### src/rtl/core/fagc_pkg.sv
package fagc_pkg;

    // Field widths
    localparam int SAMPLE_W = 16;
    localparam int GAIN_W   = 15;
    localparam int REG_W    = 15;
    localparam int ADDR_W   = 3;
    localparam int MUL_W    = 16;
    localparam int PROD_W   = 2 * MUL_W;

    // Fraction bits of the gain and of the rate coefficients
    localparam int GAIN_FRAC = 11;
    localparam int RATE_FRAC = 15;

    // Unity gain in Q4.11, also the lower clamp
    localparam logic [GAIN_W-1:0] UNITY_GAIN = 15'd2048;

    // Register reset values
    localparam logic [REG_W-1:0] TARGET_RST    = 15'd16384;
    localparam logic [REG_W-1:0] GAIN_LIM_RST  = 15'd2048;
    localparam logic [REG_W-1:0] ATTACK_RST    = 15'd327;
    localparam logic [REG_W-1:0] DECAY_RST     = 15'd32;
    localparam logic [REG_W-1:0] NOISE_THR_RST = 15'd655;

    // Register indexes on the configuration port
    localparam logic [ADDR_W-1:0] REG_TARGET    = 3'd0;
    localparam logic [ADDR_W-1:0] REG_GAIN_LIM  = 3'd1;
    localparam logic [ADDR_W-1:0] REG_ATTACK    = 3'd2;
    localparam logic [ADDR_W-1:0] REG_DECAY     = 3'd3;
    localparam logic [ADDR_W-1:0] REG_NOISE_THR = 3'd4;

    // Sequencer states
    typedef enum logic {
        ST_IDLE,
        ST_UPDATE
    } fagc_state_t;

    // Sequencer controls to the datapath
    typedef struct packed {
        logic load_front;  // first pass: sample times gain
        logic sel_upd;     // second pass: error times rate
        logic commit;      // update gain and load output word
    } fagc_ctl_t;

endpackage

### src/rtl/core/fixed_point_agc.sv
// Automatic gain control for Q15 samples with a Q4.11 gain. Each input word
// is multiplied by the stored gain (floor shift by 11, saturated to 16 bits);
// when the absolute input exceeds noise_threshold the gain moves by
// (target - |out|) times attack_rate (negative error) or decay_rate
// (positive error), floor-shifted by 15. Either way the gain is clamped below at 2048 and
// above at the gain limit. One multiplier is shared by the sample product and
// the gain-update product, and the next sample needs the updated gain, so no
// sample is taken during the update pass. in_ready is high in the idle state;
// the result sits in an output register, so a new sample is taken while it waits,
// and the update pass stretches only while that register is full and unread.
// Configuration writes are always accepted (cfg_ready is high); indexes past
// noise_threshold are ignored. Write registers only while the block is idle.
module fixed_point_agc (
    input  logic                                  clk,
    input  logic                                  rst_n,
    input  logic                                  in_valid,
    output logic                                  in_ready,
    input  logic signed [fagc_pkg::SAMPLE_W-1:0]  in_sample,
    output logic                                  out_valid,
    input  logic                                  out_ready,
    output logic signed [fagc_pkg::SAMPLE_W-1:0]  out_sample,
    output logic        [fagc_pkg::GAIN_W-1:0]    gain_now,
    input  logic                                  cfg_valid,
    output logic                                  cfg_ready,
    input  logic        [fagc_pkg::ADDR_W-1:0]    cfg_addr,
    input  logic        [fagc_pkg::REG_W-1:0]     cfg_data
);
    import fagc_pkg::*;

    function automatic logic [REG_W-1:0] abs_sat(input logic signed [SAMPLE_W-1:0] v);
        logic signed [SAMPLE_W-1:0] neg;
        neg = -v;
        if (v == {1'b1, {(SAMPLE_W-1){1'b0}}})
            abs_sat = {REG_W{1'b1}};
        else if (v[SAMPLE_W-1])
            abs_sat = neg[REG_W-1:0];
        else
            abs_sat = v[REG_W-1:0];
    endfunction

    logic [REG_W-1:0]  target_reg;
    logic [REG_W-1:0]  gain_lim_reg;
    logic [REG_W-1:0]  attack_reg;
    logic [REG_W-1:0]  decay_reg;
    logic [REG_W-1:0]  noise_thr_reg;
    logic [GAIN_W-1:0] gain_reg;

    logic signed [SAMPLE_W-1:0] y_reg;
    logic [REG_W-1:0]           abs_out_reg;
    logic                       gate_reg;

    logic                       out_valid_reg;
    logic signed [SAMPLE_W-1:0] out_sample_reg;
    logic [GAIN_W-1:0]          gain_now_reg;

    fagc_ctl_t                  ctl;
    logic                       out_hold;
    logic signed [PROD_W-1:0]   prod;
    logic signed [MUL_W-1:0]    err;
    logic [REG_W-1:0]           rate;

    logic signed [PROD_W-GAIN_FRAC-2:0] y_full;
    logic signed [SAMPLE_W-1:0]         y_sat;
    logic signed [PROD_W-RATE_FRAC-1:0] delta;
    logic signed [GAIN_W+2:0]           g_sum;
    logic signed [GAIN_W+2:0]           g_low;
    logic [GAIN_W-1:0]                  gain_next;

    assign cfg_ready = 1'b1;
    assign out_hold  = out_valid_reg && !out_ready;

    // Sequencer
    fagc_ctrl u_ctrl (
        .clk      (clk),
        .rst_n    (rst_n),
        .in_valid (in_valid),
        .out_hold (out_hold),
        .in_ready (in_ready),
        .ctl      (ctl)
    );

    // Error and rate select for the update pass
    always_comb
    begin
        err  = signed'({1'b0, target_reg}) - signed'({1'b0, abs_out_reg});
        rate = err[MUL_W-1] ? attack_reg : decay_reg;
    end

    // Shared multiplier
    fagc_mul u_mul (
        .sel_upd (ctl.sel_upd),
        .sample  (in_sample),
        .gain    (gain_reg),
        .err     (err),
        .rate    (rate),
        .prod    (prod)
    );

    // First pass: floor shift by 11 and saturate
    always_comb
    begin
        y_full = prod[PROD_W-2:GAIN_FRAC];
        if (y_full > 20'sd32767)
            y_sat = 16'sh7FFF;
        else if (y_full < -20'sd32768)
            y_sat = 16'sh8000;
        else
            y_sat = y_full[SAMPLE_W-1:0];
    end

    // Second pass: floor shift by 15, add, clamp low then high
    always_comb
    begin
        delta = prod[PROD_W-1:RATE_FRAC];
        if (gate_reg)
            g_sum = signed'({3'b000, gain_reg}) + 18'(delta);
        else
            g_sum = signed'({3'b000, gain_reg});
        if (g_sum < signed'({3'b000, UNITY_GAIN}))
            g_low = signed'({3'b000, UNITY_GAIN});
        else
            g_low = g_sum;
        if (g_low > signed'({3'b000, gain_lim_reg}))
            gain_next = gain_lim_reg;
        else
            gain_next = g_low[GAIN_W-1:0];
    end

    // Configuration registers
    always_ff @(posedge clk or negedge rst_n)
    begin
        if (!rst_n)
        begin
            target_reg    <= TARGET_RST;
            gain_lim_reg  <= GAIN_LIM_RST;
            attack_reg    <= ATTACK_RST;
            decay_reg     <= DECAY_RST;
            noise_thr_reg <= NOISE_THR_RST;
        end
        else if (cfg_valid && cfg_ready)
        begin
            case (cfg_addr)
                REG_TARGET:    target_reg    <= cfg_data;
                REG_GAIN_LIM:  gain_lim_reg  <= cfg_data;
                REG_ATTACK:    attack_reg    <= cfg_data;
                REG_DECAY:     decay_reg     <= cfg_data;
                REG_NOISE_THR: noise_thr_reg <= cfg_data;
                default: ;
            endcase
        end
    end

    // Gain state
    always_ff @(posedge clk or negedge rst_n)
    begin
        if (!rst_n)
            gain_reg <= UNITY_GAIN;
        else if (ctl.commit)
            gain_reg <= gain_next;
    end

    // First-pass results
    always_ff @(posedge clk)
    begin
        if (ctl.load_front)
        begin
            y_reg       <= y_sat;
            abs_out_reg <= abs_sat(y_sat);
            gate_reg    <= abs_sat(in_sample) > noise_thr_reg;
        end
    end

    // Output word valid
    always_ff @(posedge clk or negedge rst_n)
    begin
        if (!rst_n)
            out_valid_reg <= 1'b0;
        else if (ctl.commit)
            out_valid_reg <= 1'b1;
        else if (out_ready)
            out_valid_reg <= 1'b0;
    end

    // Output word payload
    always_ff @(posedge clk)
    begin
        if (ctl.commit)
        begin
            out_sample_reg <= y_reg;
            gain_now_reg   <= gain_next;
        end
    end

    assign out_valid  = out_valid_reg;
    assign out_sample = out_sample_reg;
    assign gain_now   = gain_now_reg;

    // A committed word is presented next cycle
    a_commit_valid: assert property (@(posedge clk) disable iff (!rst_n)
        ctl.commit |=> out_valid)
        else $error("committed word not presented");

    // An accepted sample leaves the block busy for its update pass
    a_accept_busy: assert property (@(posedge clk) disable iff (!rst_n)
        (in_valid && in_ready) |=> (!in_ready && ctl.sel_upd))
        else $error("input taken during update pass");

    // Commit never overwrites a word still waiting
    a_no_overwrite: assert property (@(posedge clk) disable iff (!rst_n)
        ctl.commit |-> (!out_valid_reg || out_ready))
        else $error("output word overwritten");

    // Reported gain never exceeds the upper clamp
    a_gain_clamp: assert property (@(posedge clk) disable iff (!rst_n)
        ctl.commit |=> (gain_now <= gain_lim_reg))
        else $error("gain above limit");

endmodule

### src/rtl/core/fagc_mul.sv
module fagc_mul (
    input  logic                                  sel_upd,
    input  logic signed [fagc_pkg::SAMPLE_W-1:0]  sample,
    input  logic        [fagc_pkg::GAIN_W-1:0]    gain,
    input  logic signed [fagc_pkg::MUL_W-1:0]     err,
    input  logic        [fagc_pkg::REG_W-1:0]     rate,
    output logic signed [fagc_pkg::PROD_W-1:0]    prod
);
    import fagc_pkg::*;

    logic signed [MUL_W-1:0] op_a;
    logic signed [MUL_W-1:0] op_b;

    // Operand select: sample x gain, then error x rate
    always_comb
    begin
        if (sel_upd)
        begin
            op_a = err;
            op_b = signed'({1'b0, rate});
        end
        else
        begin
            op_a = sample;
            op_b = signed'({1'b0, gain});
        end
    end

    // Shared signed multiplier
    assign prod = op_a * op_b;

endmodule

### src/rtl/core/fagc_ctrl.sv
module fagc_ctrl (
    input  logic                  clk,
    input  logic                  rst_n,
    input  logic                  in_valid,
    input  logic                  out_hold,
    output logic                  in_ready,
    output fagc_pkg::fagc_ctl_t   ctl
);
    import fagc_pkg::*;

    fagc_state_t state_reg;
    fagc_state_t state_next;

    // State register
    always_ff @(posedge clk or negedge rst_n)
    begin
        if (!rst_n)
            state_reg <= ST_IDLE;
        else
            state_reg <= state_next;
    end

    // Next state
    always_comb
    begin
        state_next = state_reg;
        case (state_reg)
            ST_IDLE:
            begin
                if (in_valid)
                    state_next = ST_UPDATE;
            end
            ST_UPDATE:
            begin
                if (!out_hold)
                    state_next = ST_IDLE;
            end
            default: state_next = ST_IDLE;
        endcase
    end

    // Outputs
    always_comb
    begin
        in_ready       = 1'b0;
        ctl.load_front = 1'b0;
        ctl.sel_upd    = 1'b0;
        ctl.commit     = 1'b0;
        case (state_reg)
            ST_IDLE:
            begin
                in_ready       = 1'b1;
                ctl.load_front = in_valid;
            end
            ST_UPDATE:
            begin
                ctl.sel_upd = 1'b1;
                ctl.commit  = !out_hold;
            end
            default: ;
        endcase
    end

endmodule

### config.mk
export PLATFORM = sky130hd
export DESIGN_NAME = fixed_point_agc
export DESIGN_NICKNAME = d
export VERILOG_FILES = /design/src/rtl/core/fagc_pkg.sv /design/src/rtl/core/fixed_point_agc.sv /design/src/rtl/core/fagc_mul.sv /design/src/rtl/core/fagc_ctrl.sv
export SDC_FILE = /design/constraint.sdc
export NUM_CORES = 1
export LEC_CHECK = 0
export BUFFER_PORTS_ARGS = -buffer_cell sky130_fd_sc_hd__buf_2
export CELL_PAD_IN_SITES_DETAIL_PLACEMENT = 0
export CELL_PAD_IN_SITES_GLOBAL_PLACEMENT = 2
export CORE_UTILIZATION = 45
export DETAILED_ROUTE_END_ITERATION = 7
export PLACE_DENSITY = 0.95
export SLEW_MARGIN = 40
export SYNTH_ARGS = -nofsm -noshare
export SYNTH_HDL_FRONTEND = slang
export SYNTH_HIERARCHICAL = 1
export SYNTH_SLANG_ARGS = --single-unit
### constraint.sdc
create_clock -name clk -period 30.8 [get_ports clk]
set_input_delay 3.08 -clock clk [delete_from_list [all_inputs] [get_ports clk]]
set_output_delay 3.08 -clock clk [all_outputs]
set_load 0.02 [all_outputs]
-- After elaboration in Yosys (flattened, before gate mapping)
Index checks and enable logic that the tools add are counted.
Widths: inputs -> output; s select.
- register bits: 155
- latch bits: 0
- bits in writable memories: 0
- ROM bits: 0
- output and inout bits: 34
- word-level logic and storage cells: 60
- memories: 0
- add/subtract/negate cells: 4
- $mul: 1
- divide/modulo/power cells: 0
- magnitude comparators: 5
- eq/ne operators: 6
- shift-type cells: 0
- mux-type cells: 20
- bitwise logic cells: 1
- reduce and logical (&&, ||, !) cells: 10
- operators with widths (cell ; number):
    $mux 15 ; 7
    $mux 16 ; 3
    $mux 18 ; 2
    $eq 16x16->1 const B ; 2
    $mul 16x16->32 ; 1
    $neg 15->15 ; 2
    $gt 20x16->1 const B ; 1
    $lt 20x16->1 const B ; 1
    $add 16x17->18 ; 1
    $gt 18x16->1 ; 1
    $lt 18x13->1 const B ; 1
    $sub 15x15->16 ; 1
    $gt 15x15->1 ; 1
    $reduce_and 2->1 ; 5
    $eq 3x2->1 const B ; 2
    $mux 1 ; 6
    $eq 3x1->1 const B ; 1
    $eq 3x3->1 const B ; 1
    $logic_not 3->1 ; 1
    $logic_not 1->1 ; 2
    $mux 2 ; 1
    $pmux 1 s2 ; 1
    $reduce_bool 2->1 ; 1
    $logic_and 1x1->1 ; 1
    $not 1->1 ; 1

-- Longest topological paths before layout
Gate-level depths: netlist of the first run.
- depth in word-level cells: 12
- depth in mapped cells: 57

-- Modules after synthesis
The synthesis of the first run kept the hierarchy.
- by module, submodules not included (module ; instances ; cells an instance ; area each (sq um) ; sequential area each (sq um)):
    fagc_mul ; 1 ; 1136 ; 9938.3 ; 0.0
    fixed_point_agc ; 1 ; 1024 ; 9894.5 ; 4187.8
    fagc_ctrl ; 1 ; 6 ; 65.1 ; 25.0

-- Worst setup path before layout of the first run
No wires, ideal clock.
- path type: input-to-reg
- start: in in_sample[3] in the netlist's numbering
- end: reg gain_now_reg[10] (netlist: gain_now[10]) (data pin)
- library setup time: 0.260 ns
- data arrival time: 13.289 ns
- path slack: 17.251 ns
- cell stages on the path: 39
- path buffers: 3
- cell sequence: mux2i_1 -> nor2_1 -> fa_1 -> inv_1 -> fa_1 -> inv_1 -> fa_1 -> fa_1 -> fa_1 -> inv_1 -> fa_1 -> inv_1 -> ha_1 -> and3_1 -> buf_6 -> nand2_2 -> a221o_1 -> a211o_1 -> (+3 left out) -> a21o_1 -> a211o_1 -> a221o_1 -> nor2_4 -> xor2_1 -> a31oi_1 -> nor4_1 -> ha_1 -> clkbuf_1 -> o311ai_0 -> ha_1 -> a211oi_1 -> nor2_1 -> o31ai_1 -> a31oi_1 -> a21oi_4 -> buf_12 -> mux2_4
- longest elaborated chain between the ends: 8
- RTL lines (item ; RTL line ; text):
    start, declared ; fixed_point_agc.sv:18 ; input logic signed [fagc_pkg::SAMPLE_W-1:0] in_sample,
    $mux 16 * ; fagc_mul.sv:17 ; if (sel_upd)
    $mul 16x16->32 * ; fagc_mul.sv:30 ; assign prod = op_a * op_b;
    net prod[24] ; fixed_point_agc.sv:58 ; logic signed [PROD_W-1:0] prod;
    $add 16x17->18 * ; fixed_point_agc.sv:116 ; g_sum = signed'({3'b000, gain_reg}) + 18'(delta);
    $mux 18 * ; fixed_point_agc.sv:115 ; if (gate_reg)
    $lt 18x13->1 ; fixed_point_agc.sv:119 ; if (g_sum < signed'({3'b000, UNITY_GAIN}))
    $mux 18 * ; fixed_point_agc.sv:119 ;
    $gt 18x16->1 ; fixed_point_agc.sv:123 ; if (g_low > signed'({3'b000, gain_lim_reg}))
    $mux 15 * ; fixed_point_agc.sv:123 ;
    net gain_next[10] ; fixed_point_agc.sv:67 ; logic [GAIN_W-1:0] gain_next;
    end signal, assigned ; fixed_point_agc.sv:190 ; gain_now_reg <= gain_next;
    end, declared ; fixed_point_agc.sv:54 ; logic [GAIN_W-1:0] gain_now_reg;
Mark *: on every way through the listed nets, which the timed path passes. The rest lies on a longest branch.
A chain may end at the register's enable or synchronous reset.

-- Final worst setup path of the first run
- start: in in_sample[15] in the netlist's numbering
- end: reg gain_now_reg[4] (netlist: gain_now[4]) (data pin)
The elaborated chain is that of the path after synthesis.

==> qor.csv, run 1 <==
metric,value,unit
cell count of the worst hold path,0,
Setup TNS,0,ns
remaining global-route overflow,0,
Post-CTS Hold Fix Bufs,0,
Worst Skew,0.0173,ns
Die Ht,212,microns
fin crit share,49.6,%
IO Count,73,
slowest CP cell,mux2i_2,
Post-Route WL,58.8,mm
Max Cap Viol,0,
hold endpoint,out_sample[9]$_DFFE_PP_,
CP Launch Type,input port,
Setup crit end kind,flip-flop,
TritonCTS clock tree,yes,
hold_sp,y_reg[9]$_DFFE_PP_,
"commonest non-fill, non-tap cell in the layout",inv_1,
CP max stage delay,0.64,ns
vias in the first global route,16064,
Fin. Hold Viols,0,
CTS H-tree lvls,4,
GP Congestion,0.922,
RSZ-0062 raised after global routing,no,
Tightest Pin Transition,0.861,ns
endpoints failing setup,0,
drt pass-1 iters,5,
# DRC,0,
R2R cell count,49,
worst hold path type,reg2reg,
clock-pin slew on the worst setup and hold paths,0.07,ns
Setup CP Type,in2reg,
Overall Global Routing Usage,27.1,%
full die area,44800,sq um
largest net degree at the start of global routing,72,
worst r2r src,abs_out_reg[1]$_SDFFCE_PN1P_,
dpl hpwl,47.3,mm
CTS Sinks,155,
DR iter-0 viols,1334,
total number of vias,15810,
DR vias/cell,5.65,
most frequent cells in the layout,"inv_1 (368), nand2_1 (272), fa_1 (247)",
layout cells sized above 1,12.7,%
fin crit period,15.27,ns
Worst EP arrival,15.47,ns
Reg2Reg Setup Slack,15.68,ns
CTS Buf Count,17,
worst rel slew slack,42.2,%
fill count,4131,
Mapped Nets,2583,
Routed wire per std cell,21.0,microns
global-route wire length before repair,91.3,mm
Pins Over Slew Limit,0,
Yosys warnings,6,
outcome,"complete, no violations",
Max Fclk,0.0655,GHz
synthesized area per cell,9.20,sq um
Initial Util,45.8,%
Worst-Skew Late Latency,0.45,ns
port bufs,71,
Final nets,2631,
setup bufs post-CTS,0,
Ant. Diodes,0,
row cnt,76,
Post-CTS Resized,0,
Post-Syn Instances,2151,
initial antenna violation count,0,
Clock Tree Root,clkbuf_16,
Worst Path Max Fanout,19,
worst reg2reg endpoint,gain_now[4]$_DFFE_PP_,
"Area growth, synth to finish",8.43,%
die width,212,microns
required time worst endpoint,31.00,ns
clk buf depth,2,
Core ar.,43300,sq um
post-route ant nets,0,
Mapped Area,19800,sq um
[how the worst max path moves through the flow]
stage / from / endpoint / slack [ns] / cells after the start
2_1_floorplan: in_sample[3] / gain_now[10]$_DFFE_PP_ / 17.25 / 39
3_3_place_gp: in_sample[15] / gain_now[2]$_DFFE_PP_ / 14.92 / 37
3_5_place_dp: in_sample[15] / gain_now[4]$_DFFE_PP_ / 15.19 / 40
4_1_cts: abs_out_reg[1]$_SDFFCE_PN1P_ / gain_now[4]$_DFFE_PP_ / 15.63 / 49
5_1_grt: in_sample[15] / gain_now[4]$_DFFE_PP_ / 14.82 / 40
6_report: in_sample[15] / gain_now[4]$_DFFE_PP_ / 15.53 / 40
[routing by layer]
layer  GRT usage (%)  vias up  routed length (microns)
met5               0        -                        0
met4            9.60        0                     1940
met3            3.06      105                     3080
met2            45.2      471                    28700
met1            36.5     8000                    25000
li1                -     7234                        -
[metrics by stage]
step	instance area (sq um)	worst slack, ns	cells	util, %	hold slack, ns
6_report	21500	15.53	2797	49.6	0.418
5_1_grt	21500	14.82	2797	49.6	0.430
4_1_cts	21500	15.63	2797	49.6	0.413
3_5_place_dp	20900	15.19	2765	48.3	0.405
3_3_place_gp	20800	14.92	2764	48.2	0.403
2_1_floorplan	19800	17.25	2151	-	0.400
[final cells by class]
type	instances	area (sq um)	area share, %
inverter	368	1380	6.44
sequential	155	4210	19.6
multi-input combinational	1554	14000	65.1
timing repair buffer	103	606	2.82
clock buffer	17	425	1.98
tap	585	732	3.41
clock inverter	15	133	0.618
[worst max-delay path, delay by kind of cell]
kind | cells | cell delay [ns]
fa+ha+maj | 10 | 4.99
compound gates | 12 | 3.17
mux | 2 | 1.06
buf+inv | 7 | 0.94
simple gates | 9 | 2.19
Power of run 1 is not shown: default switching activity piles up to over one toggle a cycle in this logic, so the estimate is an artifact.
==> run 2: changes to the inputs <==
Settings changed: ABC_AREA set to 1, CORE_UTILIZATION 45 to 35, PLACE_DENSITY 0.95 to 0.85.
Clock period 30.8 ns to 13.6 ns, I/O delays scaled along.
==> run 2 against run 1 <==
Net effect:
- clock-buffer cell count is 5 higher
- non-clock buffer count is 16 lower
- sequential cell count stayed put
- first-iteration DRC count is 8.8% lower
- die area is 30% higher
- via count is 3.2% higher
- worst hold slack better by 0.0058 ns
- register-to-register slack worse by 15 ns
- final area is 1.8% higher
- sequential share of layout area is 0.33 points lower
- critical path depth is 19 higher
- global-route usage is 6.0 points lower
- critical path type is now reg2reg
==> qor.csv, run 2 <==
metric,value,unit,change
Core ar.,56600,sq um,+31%
placed instance area,21200,sq um,+1.6%
# DRC,0,,unchanged
port bufs,71,,unchanged
design area,21800,sq um,+1.8%
row cnt,87,,+14%
Fin. Hold Viols,0,,unchanged
TritonCTS clock tree,yes,,
most frequent cells in the layout,"nand2_1 (633), inv_1 (555), fa_1 (247)",,
CP Launch Type,flip-flop,,
Yosys warnings,6,,unchanged
remaining global-route overflow,0,,unchanged
Worst Path Max Fanout,16,,-3
largest net degree at the start of global routing,64,,-11%
synthesized area per cell,7.80,sq um,-15%
Die Ht,242,microns,+14%
Post-CTS Hold Fix Bufs,0,,unchanged
die width,242,microns,+14%
Setup TNS,0,ns,unchanged
vias in the first global route,16345,,+1.7%
worst hold path type,reg2reg,,
required time worst endpoint,13.79,ns,-17.21 ns
DR vias/cell,4.81,,-15%
Routed wire per std cell,17.7,microns,-16%
"commonest non-fill, non-tap cell in the layout",nand2_1,,
CTS H-tree lvls,4,,unchanged
layout cells sized above 1,9.63,%,-3.1 points
Worst-Skew Late Latency,0.44,ns,about the same
Max Cap Viol,0,,unchanged
initial antenna violation count,0,,unchanged
Max Fclk,0.0803,GHz,
"Area growth, synth to finish",8.73,%,
full die area,58400,sq um,+30%
RSZ-0062 raised after global routing,no,,
Ant. Diodes,0,,unchanged
Post-Syn Instances,2575,,+20%
Worst Skew,0.0112,ns,-0.00616 ns
post-route ant nets,0,,unchanged
GP Congestion,0.884,,-4.1%
fill count,5913,,+43%
Mapped Nets,3007,,+16%
IO Count,73,,unchanged
fin crit share,91.6,%,
slowest CP cell,fa_1,,
total number of vias,16310,,+3.2%
Initial Util,35.5,%,-10 points
Worst EP arrival,12.65,ns,-2.82 ns
routed wl met3,3.27,mm,+6.1%
Tightest Pin Transition,0.819,ns,-0.0422 ns
CTS Sinks,155,,unchanged
Final nets,3056,,+16%
dpl hpwl,49.9,mm,+5.7%
Pins Over Slew Limit,0,,unchanged
clk buf depth,2,,unchanged
Max Used Layer,met4,,
Clock Tree Root,clkbuf_16,,
clock-pin slew on the worst setup and hold paths,0.06,ns,about the same
Setup CP Type,reg2reg,,
worst rel slew slack,45.4,%,+3.2 points
fin crit period,12.46,ns,
met2 wire len,26.0,mm,-9.3%
cell mode on critical path,nand2_1,,
endpoints failing setup,0,,unchanged
Post-Route WL,60.0,mm,+2.1%
global-route wire length before repair,94.8,mm,+3.8%
Setup crit end kind,flip-flop,,
drt pass-1 iters,6,,+1
outcome,"complete, no violations",,
CTS Buf Count,17,,unchanged
Mapped Area,20100,sq um,+1.5%
Overall Global Routing Usage,21.1,%,-6.0 points
DR iter-0 viols,1216,,-8.8%
CP max stage delay,0.61,ns,-0.03 ns
Post-Route M1 WL,29.2,mm,+17%
-- run 2: final timing paths --
| kind | from | endpoint | slack (ns) | cells past startpoint |
|---|---|---|---|---|
| worst max register to register | abs_out_reg[10]$_SDFFCE_PN1P_ | gain_now[3]$_DFFE_PP_ | 1.14 | 59 |
| max in group asynchronous | rst_n | noise_thr_reg[7]$_DFFE_PN1P_ | 11.80 | 2 |
| worst min register to register | y_reg[14]$_DFFE_PP_ | out_sample[14]$_DFFE_PP_ | 0.42 | 0 |
| worst min-delay path | y_reg[14]$_DFFE_PP_ | out_sample[14]$_DFFE_PP_ | 0.42 | 0 |
| worst max-delay path | abs_out_reg[10]$_SDFFCE_PN1P_ | gain_now[3]$_DFFE_PP_ | 1.14 | 59 |
| min in group asynchronous | rst_n | gain_reg[10]$_DFFE_PN0P_ | 0.86 | 1 |
-- run 2: through the flow --
stage | worst slack (ns) | utilization (%) | hold WS [ns] | cells
2_1_floorplan | 3.02 | - | 0.400 | 2575
3_5_place_dp | 0.616 | 37.5 | 0.407 | 3359
3_3_place_gp | 0.584 | 37.4 | 0.408 | 3356
4_1_cts | 0.549 | 38.5 | 0.417 | 3391
5_1_grt | 0.158 | 38.6 | 0.431 | 3393
6_report | 1.14 | 38.6 | 0.424 | 3393
-- run 2: layout make-up --
cell class	instances	area [sq um]	area share, %
inverter	583	2200	10.1
clock inverter	10	82.6	0.378
multi-input combinational	1780	13400	61.4
timing repair buffer	87	510	2.34
clock buffer	22	487	2.23
sequential	155	4220	19.3
tap	756	946	4.33
-- run 2: worst max-delay path: cells and delay by family (launching register included) --
kind	cells	cell delay, ns
fa+ha+maj	11	5.06
simple gates	28	3.57
xor+xnor	1	0.15
compound gates	8	1.76
flops	1	0.42
buf+inv	11	1.24
-- run 2: metal layers --
metal	global-route usage, %	vias up
li1	-	7929
met1	31.2	7925
met2	31.3	391
met3	3.92	65
met4	5.84	0
met5	0	-
-- run 2: repair_timing --
action,CTS,global route
gates resized for setup,0,6
setup endpoints to repair,0,30
buffers inserted,0,2
Power of run 2 is left out for the same reason.
